### config.mk
export PLATFORM = sky130hd
export DESIGN_NAME = block_bitmap_allocator_top
export DESIGN_NICKNAME = d
export VERILOG_FILES = /design/src/bba_pkg.sv /design/src/block_bitmap_allocator_top.sv /design/src/bba_ram.sv
export SDC_FILE = /design/constraint.sdc
export NUM_CORES = 2
export LEC_CHECK = 0
export BUFFER_PORTS_ARGS = -buffer_cell sky130_fd_sc_hd__buf_2
export CAP_MARGIN = 20
export CELL_PAD_IN_SITES_DETAIL_PLACEMENT = 2
export CELL_PAD_IN_SITES_GLOBAL_PLACEMENT = 2
export CORE_MARGIN = 2
export CORE_UTILIZATION = 43
export CTS_CLUSTER_DIAMETER = 200
export CTS_CLUSTER_SIZE = 25
export DETAILED_ROUTE_END_ITERATION = 8
export PLACE_DENSITY_LB_ADDON = 0.1
export RECOVER_POWER = 100
export REMOVE_ABC_BUFFERS = 1
export SLEW_MARGIN = 25
export SYNTH_ARGS = -nofsm -noshare
export SYNTH_HDL_FRONTEND = slang
export SYNTH_SLANG_ARGS = --single-unit
### constraint.sdc
create_clock -name clk -period 18.1 [get_ports clk]
set_input_delay 4.525 -clock clk [delete_from_list [all_inputs] [get_ports clk]]
set_output_delay 4.525 -clock clk [all_outputs]
set_load 0.1 [all_outputs]
### src/bba_pkg.sv
package bba_pkg;

  // Largest map the block can manage; the map storage follows from it.
  localparam int MAX_BLOCKS = 1024;
  localparam int MAP_BYTES  = (MAX_BLOCKS + 7) / 8;
  localparam int BYTE_W     = $clog2(MAP_BYTES);
  localparam int NBYTE_W    = BYTE_W + 1;

  // Field widths of the stream items and the register
  localparam int MODE_W = 3;
  localparam int BLK_W  = 10;
  localparam int LEN_W  = 11;
  localparam int STAT_W = 2;
  localparam int IN_W   = 24;
  localparam int OUT_W  = 16;

  // Configuration port
  localparam int                  CFG_ADDR_W        = 3;
  localparam logic [CFG_ADDR_W-1:0] REG_BLOCKS_IN_USE = CFG_ADDR_W'(0);
  localparam logic [LEN_W-1:0]    BLOCKS_RESET      = LEN_W'(1024);

  typedef enum logic [MODE_W-1:0] {
    MODE_QUERY      = 3'd0,
    MODE_ALLOC      = 3'd1,
    MODE_FREE_ONE   = 3'd2,
    MODE_FREE_RANGE = 3'd3,
    MODE_FIND       = 3'd4
  } mode_t;

  typedef enum logic [STAT_W-1:0] {
    ST_OK    = 2'd0,
    ST_RANGE = 2'd1,
    ST_NORUN = 2'd2
  } status_t;

  // Byte of the map after reset: blocks 0 and 1 are reserved.
  function automatic logic [7:0] reset_byte(input logic [BYTE_W-1:0] addr);
    logic [7:0] val;
    val = 8'hFF;
    if (addr == '0) begin
      val = 8'hFC;
    end
    return val;
  endfunction

endpackage

### src/block_bitmap_allocator_top.sv
// Query, allocate and free-one pass through a read step and a modify step; an index out
// of range or an unknown mode goes straight to the done step; free-range reads and modifies
// each map byte touched in turn; find-run walks the map one byte per cycle, over ceil(limit/8)
// bytes at most, stopping early at the first run found. One request at a time: the next
// transaction is taken in the cycle the result becomes valid at the earliest. Reset: synchronous,
// active high; blocks_in_use goes to 1024 and every map byte reads as free except blocks 0 and 1.
module block_bitmap_allocator_top (
  input  logic                              clk,
  input  logic                              rst,
  // slave side
  input  logic                              s_tvalid,
  output logic                              s_tready,
  input  logic [bba_pkg::IN_W-1:0]          s_tdata,   // mode[2:0], blk_idx[12:3], run_length[23:13]
  // master side
  output logic                              m_tvalid,
  input  logic                              m_tready,
  output logic [bba_pkg::OUT_W-1:0]         m_tdata,   // is_free[0], run_start[10:1], status[12:11]
  // configuration port
  input  logic                              psel,
  input  logic                              penable,
  input  logic                              pwrite,
  input  logic [bba_pkg::CFG_ADDR_W-1:0]    paddr,
  input  logic [31:0]                       pwdata,
  output logic [31:0]                       prdata,
  output logic                              pready
);

  typedef enum logic [4:0] {
    S_IDLE = 5'b00001,
    S_RD   = 5'b00010,
    S_MOD  = 5'b00100,
    S_SCAN = 5'b01000,
    S_DONE = 5'b10000
  } state_t;

  localparam int BYTE_W  = bba_pkg::BYTE_W;
  localparam int NBYTE_W = bba_pkg::NBYTE_W;
  localparam int BLK_W   = bba_pkg::BLK_W;
  localparam int LEN_W   = bba_pkg::LEN_W;

  state_t                   state;
  bba_pkg::mode_t           op;
  bba_pkg::status_t         res_st;
  logic                     res_free;
  logic [BLK_W-1:0]         res_start;
  logic [BLK_W-1:0]         idx;
  logic [LEN_W-1:0]         len;
  logic [LEN_W-1:0]         end_blk;
  logic [LEN_W-1:0]         lim;
  logic [BYTE_W-1:0]        cur;
  logic [LEN_W-1:0]         blocks_in_use;

  // run search
  logic [NBYTE_W-1:0]       iss;
  logic [NBYTE_W-1:0]       nbytes;
  logic                     pend;
  logic [LEN_W-1:0]         cnt;

  // map storage
  logic [bba_pkg::MAP_BYTES-1:0] vld;
  logic [BYTE_W-1:0]        rd_addr;
  logic [BYTE_W-1:0]        ram_raddr;
  logic                     ram_we;
  logic [7:0]               ram_wdata;
  logic [7:0]               ram_rdata;
  logic [7:0]               eff;

  // ---------------------------------------------------------------------------
  // Configuration register
  // ---------------------------------------------------------------------------
  assign pready = 1'b1;

  always_comb begin
    prdata = '0;
    if (paddr == bba_pkg::REG_BLOCKS_IN_USE) begin
      prdata = 32'(blocks_in_use);
    end
  end

  always_ff @(posedge clk) begin
    if (rst) begin
      blocks_in_use <= bba_pkg::BLOCKS_RESET;
    end else if (psel && penable && pwrite && pready &&
                 paddr == bba_pkg::REG_BLOCKS_IN_USE) begin
      blocks_in_use <= pwdata[LEN_W-1:0];
    end
  end

  // ---------------------------------------------------------------------------
  // Request decode
  // ---------------------------------------------------------------------------
  logic [bba_pkg::MODE_W-1:0] in_mode;
  logic [BLK_W-1:0]           in_idx;
  logic [LEN_W-1:0]           in_len;
  logic [LEN_W-1:0]           lim_c;
  logic                       in_range;
  logic [LEN_W:0]             in_sum;
  logic                       sum_over;

  assign in_mode  = s_tdata[2:0];
  assign in_idx   = s_tdata[12:3];
  assign in_len   = s_tdata[23:13];
  // clip the managed count to the map size
  assign lim_c    = (blocks_in_use > LEN_W'(bba_pkg::MAX_BLOCKS)) ?
                    LEN_W'(bba_pkg::MAX_BLOCKS) : blocks_in_use;
  assign in_range = LEN_W'(in_idx) < lim_c;
  assign in_sum   = (LEN_W + 1)'(in_idx) + (LEN_W + 1)'(in_len);
  assign sum_over = in_sum > (LEN_W + 1)'(lim_c);

  assign s_tready = (state == S_IDLE);

  // ---------------------------------------------------------------------------
  // Map RAM: one read and one write port, byte per entry. A byte never written
  // since reset takes its reset value from the valid bit.
  // ---------------------------------------------------------------------------
  always_comb begin
    ram_raddr = cur;
    if (state == S_SCAN) begin
      ram_raddr = iss[BYTE_W-1:0];
    end
  end

  assign eff = vld[rd_addr] ? ram_rdata : bba_pkg::reset_byte(rd_addr);

  // masks for the read-modify-write paths
  logic [7:0] bmask;
  logic [7:0] fmask;
  logic [LEN_W-1:0] fblk;

  assign bmask = 8'(1) << idx[2:0];

  always_comb begin
    fmask = '0;
    fblk  = '0;
    for (int j = 0; j < 8; j++) begin
      fblk     = LEN_W'({rd_addr, 3'(j)});
      fmask[j] = (fblk >= LEN_W'(idx)) && (fblk < end_blk);
    end
  end

  always_comb begin
    ram_wdata = eff;
    unique case (op)
      bba_pkg::MODE_ALLOC:      ram_wdata = eff & ~bmask;
      bba_pkg::MODE_FREE_ONE:   ram_wdata = eff | bmask;
      bba_pkg::MODE_FREE_RANGE: ram_wdata = eff | fmask;
      default:                  ram_wdata = eff;
    endcase
  end

  assign ram_we = (state == S_MOD) && (op != bba_pkg::MODE_QUERY);

  bba_ram #(
    .WIDTH (8),
    .DEPTH (bba_pkg::MAP_BYTES)
  ) u_map (
    .clk   (clk),
    .we    (ram_we),
    .waddr (rd_addr),
    .wdata (ram_wdata),
    .raddr (ram_raddr),
    .rdata (ram_rdata)
  );

  // ---------------------------------------------------------------------------
  // Run search: one map byte per cycle, the free count carried bit by bit
  // across the byte. Stop at the first bit where the count reaches the length.
  // ---------------------------------------------------------------------------
  logic [LEN_W-1:0] scan_cnt;
  logic             scan_hit;
  logic [LEN_W-1:0] scan_pos;
  logic [LEN_W-1:0] sblk;

  always_comb begin
    scan_cnt = cnt;
    scan_hit = 1'b0;
    scan_pos = '0;
    sblk     = '0;
    for (int j = 0; j < 8; j++) begin
      sblk = LEN_W'({rd_addr, 3'(j)});
      if (!scan_hit && sblk < lim) begin
        if (eff[j]) begin
          scan_cnt = scan_cnt + LEN_W'(1);
          if (scan_cnt == len) begin
            scan_hit = 1'b1;
            scan_pos = sblk;
          end
        end else begin
          scan_cnt = '0;
        end
      end
    end
  end

  logic [LEN_W-1:0] run_first;
  logic [BYTE_W-1:0] last_byte;
  logic [LEN_W-1:0]  end_m1;

  assign run_first = scan_pos + LEN_W'(1) - len;
  assign end_m1    = end_blk - LEN_W'(1);
  assign last_byte = end_m1[BLK_W-1:3];

  // ---------------------------------------------------------------------------
  // Sequencer
  // ---------------------------------------------------------------------------
  always_ff @(posedge clk) begin
    rd_addr <= ram_raddr;
    if (rst) begin
      state    <= S_IDLE;
      m_tvalid <= 1'b0;
      vld      <= '0;
    end else begin
      // raise the result in the done step once the output register is free;
      // drop it once taken
      if (state == S_DONE && (!m_tvalid || m_tready)) begin
        m_tvalid <= 1'b1;
      end else if (m_tready) begin
        m_tvalid <= 1'b0;
      end
      if (ram_we) begin
        vld[rd_addr] <= 1'b1;
      end

      unique case (state)
        S_IDLE: begin
          if (s_tvalid) begin
            op        <= bba_pkg::mode_t'(in_mode);
            idx       <= in_idx;
            len       <= in_len;
            lim       <= lim_c;
            cur       <= in_idx[BLK_W-1:3];
            res_free  <= 1'b0;
            res_start <= '0;
            res_st    <= bba_pkg::ST_OK;
            unique case (in_mode)
              bba_pkg::MODE_QUERY, bba_pkg::MODE_ALLOC, bba_pkg::MODE_FREE_ONE: begin
                if (in_range) begin
                  state <= S_RD;
                end else begin
                  res_st <= bba_pkg::ST_RANGE;
                  state  <= S_DONE;
                end
              end
              bba_pkg::MODE_FREE_RANGE: begin
                if (!in_range) begin
                  res_st <= bba_pkg::ST_RANGE;
                  state  <= S_DONE;
                end else if (in_len == '0) begin
                  state <= S_DONE;
                end else begin
                  // clip the range at the limit and flag it
                  end_blk <= sum_over ? lim_c : in_sum[LEN_W-1:0];
                  res_st  <= sum_over ? bba_pkg::ST_RANGE : bba_pkg::ST_OK;
                  state   <= S_RD;
                end
              end
              bba_pkg::MODE_FIND: begin
                iss    <= '0;
                pend   <= 1'b0;
                cnt    <= '0;
                nbytes <= NBYTE_W'((lim_c + LEN_W'(7)) >> 3);
                state  <= S_SCAN;
              end
              default: begin
                res_st <= bba_pkg::ST_RANGE;
                state  <= S_DONE;
              end
            endcase
          end
        end

        S_RD: begin
          state <= S_MOD;
        end

        S_MOD: begin
          if (op == bba_pkg::MODE_QUERY) begin
            res_free <= eff[idx[2:0]];
          end
          if (op == bba_pkg::MODE_FREE_RANGE && cur != last_byte) begin
            cur   <= cur + BYTE_W'(1);
            state <= S_RD;
          end else begin
            state <= S_DONE;
          end
        end

        S_SCAN: begin
          priority if (pend && scan_hit) begin
            res_start <= run_first[BLK_W-1:0];
            state     <= S_DONE;
          end else if (!pend && iss >= nbytes) begin
            res_st <= bba_pkg::ST_NORUN;
            state  <= S_DONE;
          end else begin
            if (pend) begin
              cnt <= scan_cnt;
            end
            pend <= (iss < nbytes);
            if (iss < nbytes) begin
              iss <= iss + NBYTE_W'(1);
            end
          end
        end

        S_DONE: begin
          // hold until the output register is free
          if (!m_tvalid || m_tready) begin
            m_tdata <= {3'b000, res_st, res_start, res_free};
            state   <= S_IDLE;
          end
        end

        default: begin
          state <= S_IDLE;
        end
      endcase
    end
  end

  // ---------------------------------------------------------------------------
  // Assertions
  // ---------------------------------------------------------------------------
  a_busy_after_accept: assert property (@(posedge clk) disable iff (rst)
    (s_tvalid && s_tready) |=> !s_tready)
    else $error("input taken while a request is in progress");

  a_scan_no_write: assert property (@(posedge clk) disable iff (rst)
    (state == S_SCAN) |-> !ram_we)
    else $error("map written during a run search");

  a_norun_only_find: assert property (@(posedge clk) disable iff (rst)
    (state == S_DONE && res_st == bba_pkg::ST_NORUN) |-> (op == bba_pkg::MODE_FIND))
    else $error("no-run status outside find mode");

  a_free_only_query: assert property (@(posedge clk) disable iff (rst)
    (state == S_DONE && res_free) |-> (op == bba_pkg::MODE_QUERY && res_st == bba_pkg::ST_OK))
    else $error("is_free set outside a successful query");

  a_result_from_done: assert property (@(posedge clk) disable iff (rst)
    $rose(m_tvalid) |-> $past(state == S_DONE))
    else $error("result raised outside the done step");

endmodule

### src/bba_ram.sv
module bba_ram #(
  parameter int WIDTH = 8,
  parameter int DEPTH = 128
) (
  input  logic                     clk,
  input  logic                     we,
  input  logic [$clog2(DEPTH)-1:0] waddr,
  input  logic [WIDTH-1:0]         wdata,
  input  logic [$clog2(DEPTH)-1:0] raddr,
  output logic [WIDTH-1:0]         rdata
);

  logic [WIDTH-1:0] mem [DEPTH];

  always_ff @(posedge clk) begin
    if (we) begin
      mem[waddr] <= wdata;
    end
    rdata <= mem[raddr];
  end

endmodule

======== Word-level counts from Yosys, hierarchy flattened ========
Memory sizes are Yosys's and may differ from the RTL's. A register that Yosys moved wholly into a read port is not among the register bits.
Index checks and enable logic that the tools add are counted.
operators by class
  $add $sub $neg .......................... 15
  $lt $le $gt $ge ......................... 32
  eq/ne operators ......................... 33
  shift-type cells ........................ 1
  multiplexer cells ....................... 126
  bitwise logic cells ..................... 7
  reductions and logical operators ........ 56
operators by type and width
  kind                     number
  $mux W11                 24
  $mux W10                 26
  $lt A10 B11 Y1           17
  $or A128 B128 Y128       1
  $add A11 B1 Y11 const B  8
  $eq A11 B11 Y1           8
  $ge A10 B10 Y1           8
  $mux W8                  6
  $mux W1                  41
  $mux W5                  8
  $pmux W5 S5              1
  $logic_and A1 B1 Y1      24
  $pmux W8 S3              1
  $pmux W11 S2             1
  $mux W7                  3
  $pmux W10 S2             1
  $or A8 B8 Y8             2
  $pmux W8 S2              1
  $reduce_and A4 Y1        4
  $pmux W5 S3              1
  $ne A2 B1 Y1 const B     7
  $pmux W7 S2              1
  $reduce_and A7 Y1        2
  $add A10 B11 Y12         1
  46 further kinds         73
storage, ports and cells
  register bits after elaboration ......... 259
  RAM bits ................................ 1024
  input port bits ......................... 66
  output and inout bits ................... 51
  word-level logic and storage cells ...... 290
  memories ................................ 1
memory list
  memory     depth  width  rd ports  clocked after memory_dff  wr ports  line           text
  u_map.mem  128    8      1         1                         1         bba_ram.sv:13  logic [WIDTH-1:0] mem [DEPTH];

======== Longest topological paths before layout ========
  depth in word-level cells ............... 38
  mapped depth ............................ 72
  mapped depth without buffers ............ 63

======== Cells and area by module ========
Synthesis repeated with hierarchy kept, for this count alone.
second synthesis, totals
  cells, all modules ...................... 4188
  area total of the unflattened synthesis .. 60571.8 um^2
by module, submodules not included
  module                      times used  cells an instance  area each (um^2)  seq. area each (um^2)
  bba_ram                     1           1635               39663.0           30909.6
  block_bitmap_allocator_top  1           2553               20908.8           6256.0

======== Least setup slack after synthesis ========
Ideal clock, no wire load.
  path type ............................... reg-to-reg
  from .................................... register rd_addr[6]
  to ...................................... register res_start[9], data pin
  library setup time ...................... 0.263 ns
  arrival time ............................ 13.527 ns
  data required time ...................... 17.837 ns
  path slack .............................. 4.310 ns
  cell stages (with the launch flop) ...... 66
  path buffers ............................ 8
  period minus slack after synthesis ...... 13.790 ns
  cell sequence ........................... dfxtp_1 ha_1 nand4b_1 nor4b_1 or3_1 clkbuf_1 clkbuf_1 and2_1 a31o_2 ha_1 nand2_1 nor2_1 o21a_1 o22ai_1 nor3_1 o21ba_2 o21ai_0 a222oi_1 [30 not listed] or4_1 buf_2 o21a_1 o22a_1 nand4b_4 nand2b_1 or3_1 ha_1 fa_1 a21o_1 a21o_1 a21o_1 a21oi_1 o21bai_1 a21oi_1 xnor2_1 nand2b_1 mux2i_1
on the way
  longest elaborated chain between the ends .. 38
  elaborated cells between the ends (all ways) .. 103
  classes of those cells .................. add/sub: 9; order compare: 8; eq/ne: 7; mux: 64; reduce/logical: 15
RTL lines
  what                                                                      line                               text
  start: declaration                                                        block_bitmap_allocator_top.sv:61   logic [BYTE_W-1:0] rd_addr;
  start signal: assignment                                                  block_bitmap_allocator_top.sv:207  rd_addr <= ram_raddr;
  parallel branches: the longest is 33 deep, another holds $add A11 B1 Y11  -
  $mux W10 *                                                                block_bitmap_allocator_top.sv:181  if (!scan_hit && sblk < lim) begin
  $add A10 B1 Y10 *                                                         block_bitmap_allocator_top.sv:199  assign run_first = scan_pos + LEN_W'(1) - len;
  $sub A10 B10 Y10 *                                                        block_bitmap_allocator_top.sv:199
  $mux W10 *                                                                block_bitmap_allocator_top.sv:289  priority if (pend && scan_hit) begin
  $pmux W10 S2 *                                                            block_bitmap_allocator_top.sv:224  unique case (state)
  end signal: assignment                                                    block_bitmap_allocator_top.sv:290  res_start <= run_first[BLK_W-1:0];
  end: declaration                                                          block_bitmap_allocator_top.sv:45   logic [BLK_W-1:0] res_start;
Mark *: on every way between the ends. The select of a mux whose other input is x is not followed.
A chain may end at the register's enable or synchronous reset.

======== Worst setup path in the final report ========
  from .................................... register rd_addr[2]
  to ...................................... register res_start[9], data pin
Same word-level chain as after synthesis.

==> results.yml <==
worst_setup_path:
  end_kind: "flip-flop"
  path_max_fanout: 23
  cp_common_cell: "ha_1"
  cp.required_ns: 18.56
  arrival_ns: 17.38
  slowest_stage: "mux2i_1"
  worstSetupStartpointType: "flip-flop"
  critPathKind: "reg2reg"
  cp_slowest_stage_delay_ns: 0.74
clock_tree:
  insertion_delay_ns: 0.72
  clock_tree.htree_level_count: 2
  clockBufferDepth: 3
  numCtsBuffers: 58
  cts_tree: "done"
  clock-sinks: 1291
  cts_setup_buffers: 0
  clk_pin_slew_ns: 0.11
  post_cts_resized: 0
  cts_root_buffer: "clkbuf_16"
  holdBufCountCts: 0
sta:
  hold_violations: 0
  period_needed_ns: 16.92
  finClkSkew_ns: 0.0337
  final-max-slew-violation-count: 1395
  rsz0062_at_grt: "false"
  setup_ws_ns: 1.18
  slew_headroom: -2.65
  fmax_ghz: 0.0591
  finalSetupViolations: 0
  tightest_slew_ns: 5.47
  min_period_over_period: 0.935
floorplan:
  dieArea_um2: 146000
  initial_core_util: 0.433
  pin_count: 117
  core_um2: 142000
  die_w_um: 382
  fp.dieH_um: 382
  rows: 138
synthesis:
  ys_seq_elements: 1291
  synth-edff-count: 1131
  yosysTopAreaCell: "edfxtp_1"
  ys_async_sr_fraction: 0
  syn-instance-count: 5603
  ys_types: 132
  synth_common_cells: "1243 x nand2_1, 1131 x edfxtp_1, 575 x nand3_1, 302 x nor2_1, 268 x clkbuf_1"
  synth_most_common_cell: "nand2_1"
  synth.top_cell.area_share: 0.553
  syn_area_per_cell_um2: 11.0
  seq_area_frac_synth: 0.606
  yosys_warnings: 0
  syn_area_um2: 61400
  synth_area_leaders: "edfxtp_1 55%, nand2_1 7.6%, dfxtp_1 5.2%"
  synth_ff_type: "edfxtp_1"
route:
  drt-vias-per-instance: 6.21
  avgRoutedWirePerCell_um: 29.1
  drt_iter0_markers: 3749
  vias: 46200
  routed_wl_mm: 217
  ant_nets: 0
  firstDrtPassIters: 5
  post-route-drc-count: 0
outcome:
  status: "finished, violations left"
  violations: "max-capacitance violations, max-slew violations"
placement:
  gp_congestion: 0.876
  port_buffers: 70
  dpl.hpwl_mm: 144
  place_area_um2: 63800
  dp.cells: 7337
  post-place-ws_ns: 1.72
global_routing:
  grt_pass1_vias: 49500
  antenna_found_initial: 1
  grt_first_pass_wirelength_mm: 323
  track_usage: 0.292
  grt_max_degree: 143
  overflow: 0
pwr:
  p_total_mw: 6.33
  powerDensity_nw_per_um2: 97.3
  total_leakage_power_nw: 22.0
  ir_drop_mv: 0.0829
cells_and_area:
  final_util: 0.460
  syn_to_final_growth_pct: 6.08
  num_antenna_cells: 0
  nets: 5667
  final_cells: 7448
  final_cell_area_um2: 65100
  drive_gt1_frac: 0.0506
worst_hold_path:
  hp-class: "reg2reg"
job:
  maxCapViolations: 29
-- final timing paths --
check	slack, ns	cells after the start	end	startpoint
setup / recovery	1.18	59	res_start[9]	rd_addr[2]
hold / removal	0.43	0	m_tdata[3]	res_start[2]
setup reg to reg	1.18	59	res_start[9]	rd_addr[2]
hold reg to reg	0.43	0	m_tdata[3]	res_start[2]
-- worst max-delay path, delay by kind of cell, from the launching register on --
kind	cells	cell delay (ns)
flops	1	0.62
fa+ha+maj	5	1.68
xor+xnor	2	0.36
compound gates	25	6.83
simple gates	20	5.08
mux	2	0.85
buf+inv	5	1.15
-- cell type report --
cell class	instances	area [µm²]
tap	1890	2360
timing repair buffer	198	1100
multi-input combinational	3869	22400
clock buffer	105	1630
sequential	1291	37200
clock inverter	3	56.3
inverter	92	362
fill	14600	76500
-- sequential cells by signal (all words and copies together), names as in the netlist, 5 cells and up --
name,cells
end_blk,11
rd_addr,7
lim,11
state,5
nbytes,8
blocks_in_use,11
len,11
u_map.mem,1024
cur,7
u_map.rdata,8
cnt,11
vld,128
iss,8
m_tdata,13
idx,10
res_start,10
-- layout by cell type, fill, tap and decap left out, drive strengths merged, types with 17 or more instances in the layout --
master	n
a211oi	19
a21o	27
a21oi	129
a221oi	18
a22oi	17
a311oi	179
a31oi	61
and2	33
and3	94
buf	88
clkbuf	215
conb	25
dfxtp	160
edfxtp	1131
ha	89
inv	89
mux2i	49
nand2	1244
nand2b	27
nand3	576
nand4	28
nor2	304
nor2b	32
nor3	84
nor4	31
o211ai	22
o21a	150
o21ai	131
o22ai	23
o31ai	25
or2	29
or3	25
xnor2	107
xor2	34
-- routing by layer --
metal  share of wire  up-vias  GRT usage  wire length [µm]
li1                -    20400          -                 -
met1            0.45    24400      0.408             97200
met2            0.48     1131      0.488            105000
met3           0.041      283     0.0248              8940
met4           0.028        0     0.0803              6040
met5               0        -          0                 0
-- kinds of logic after synthesis --
| kind of cell | after synthesis | synth area share |
|---|---|---|
| AOI/OAI and AO/OA | 960 | 0.117 |
| xor gates and xnor gates | 143 | 0.0210 |
| adders and majority gates | 91 | 0.0188 |
| buffers and inverters | 466 | 0.0321 |
| DFF | 1291 | 0.606 |
| muxes | 72 | 0.0142 |
| other | 2 | 0.000122 |
| and+or+nand+nor | 2578 | 0.191 |
-- per-stage QoR --
stage	hold slack, ns	setup TNS (ns)
6_report	0.433	0
5_1_grt	0.443	0
4_1_cts	0.434	0
3_5_place_dp	0.407	0
3_3_place_gp	0.417	0
2_1_floorplan	0.400	-264.85
-- where the power goes --
group          internal [mW]  switching (mW)  total, mW
registers               3.33          0.0386       3.37
clock network          0.621           0.967       1.59
logic                  0.393           0.983       1.38
No activity file was read; power rests on OpenSTA's default activity.
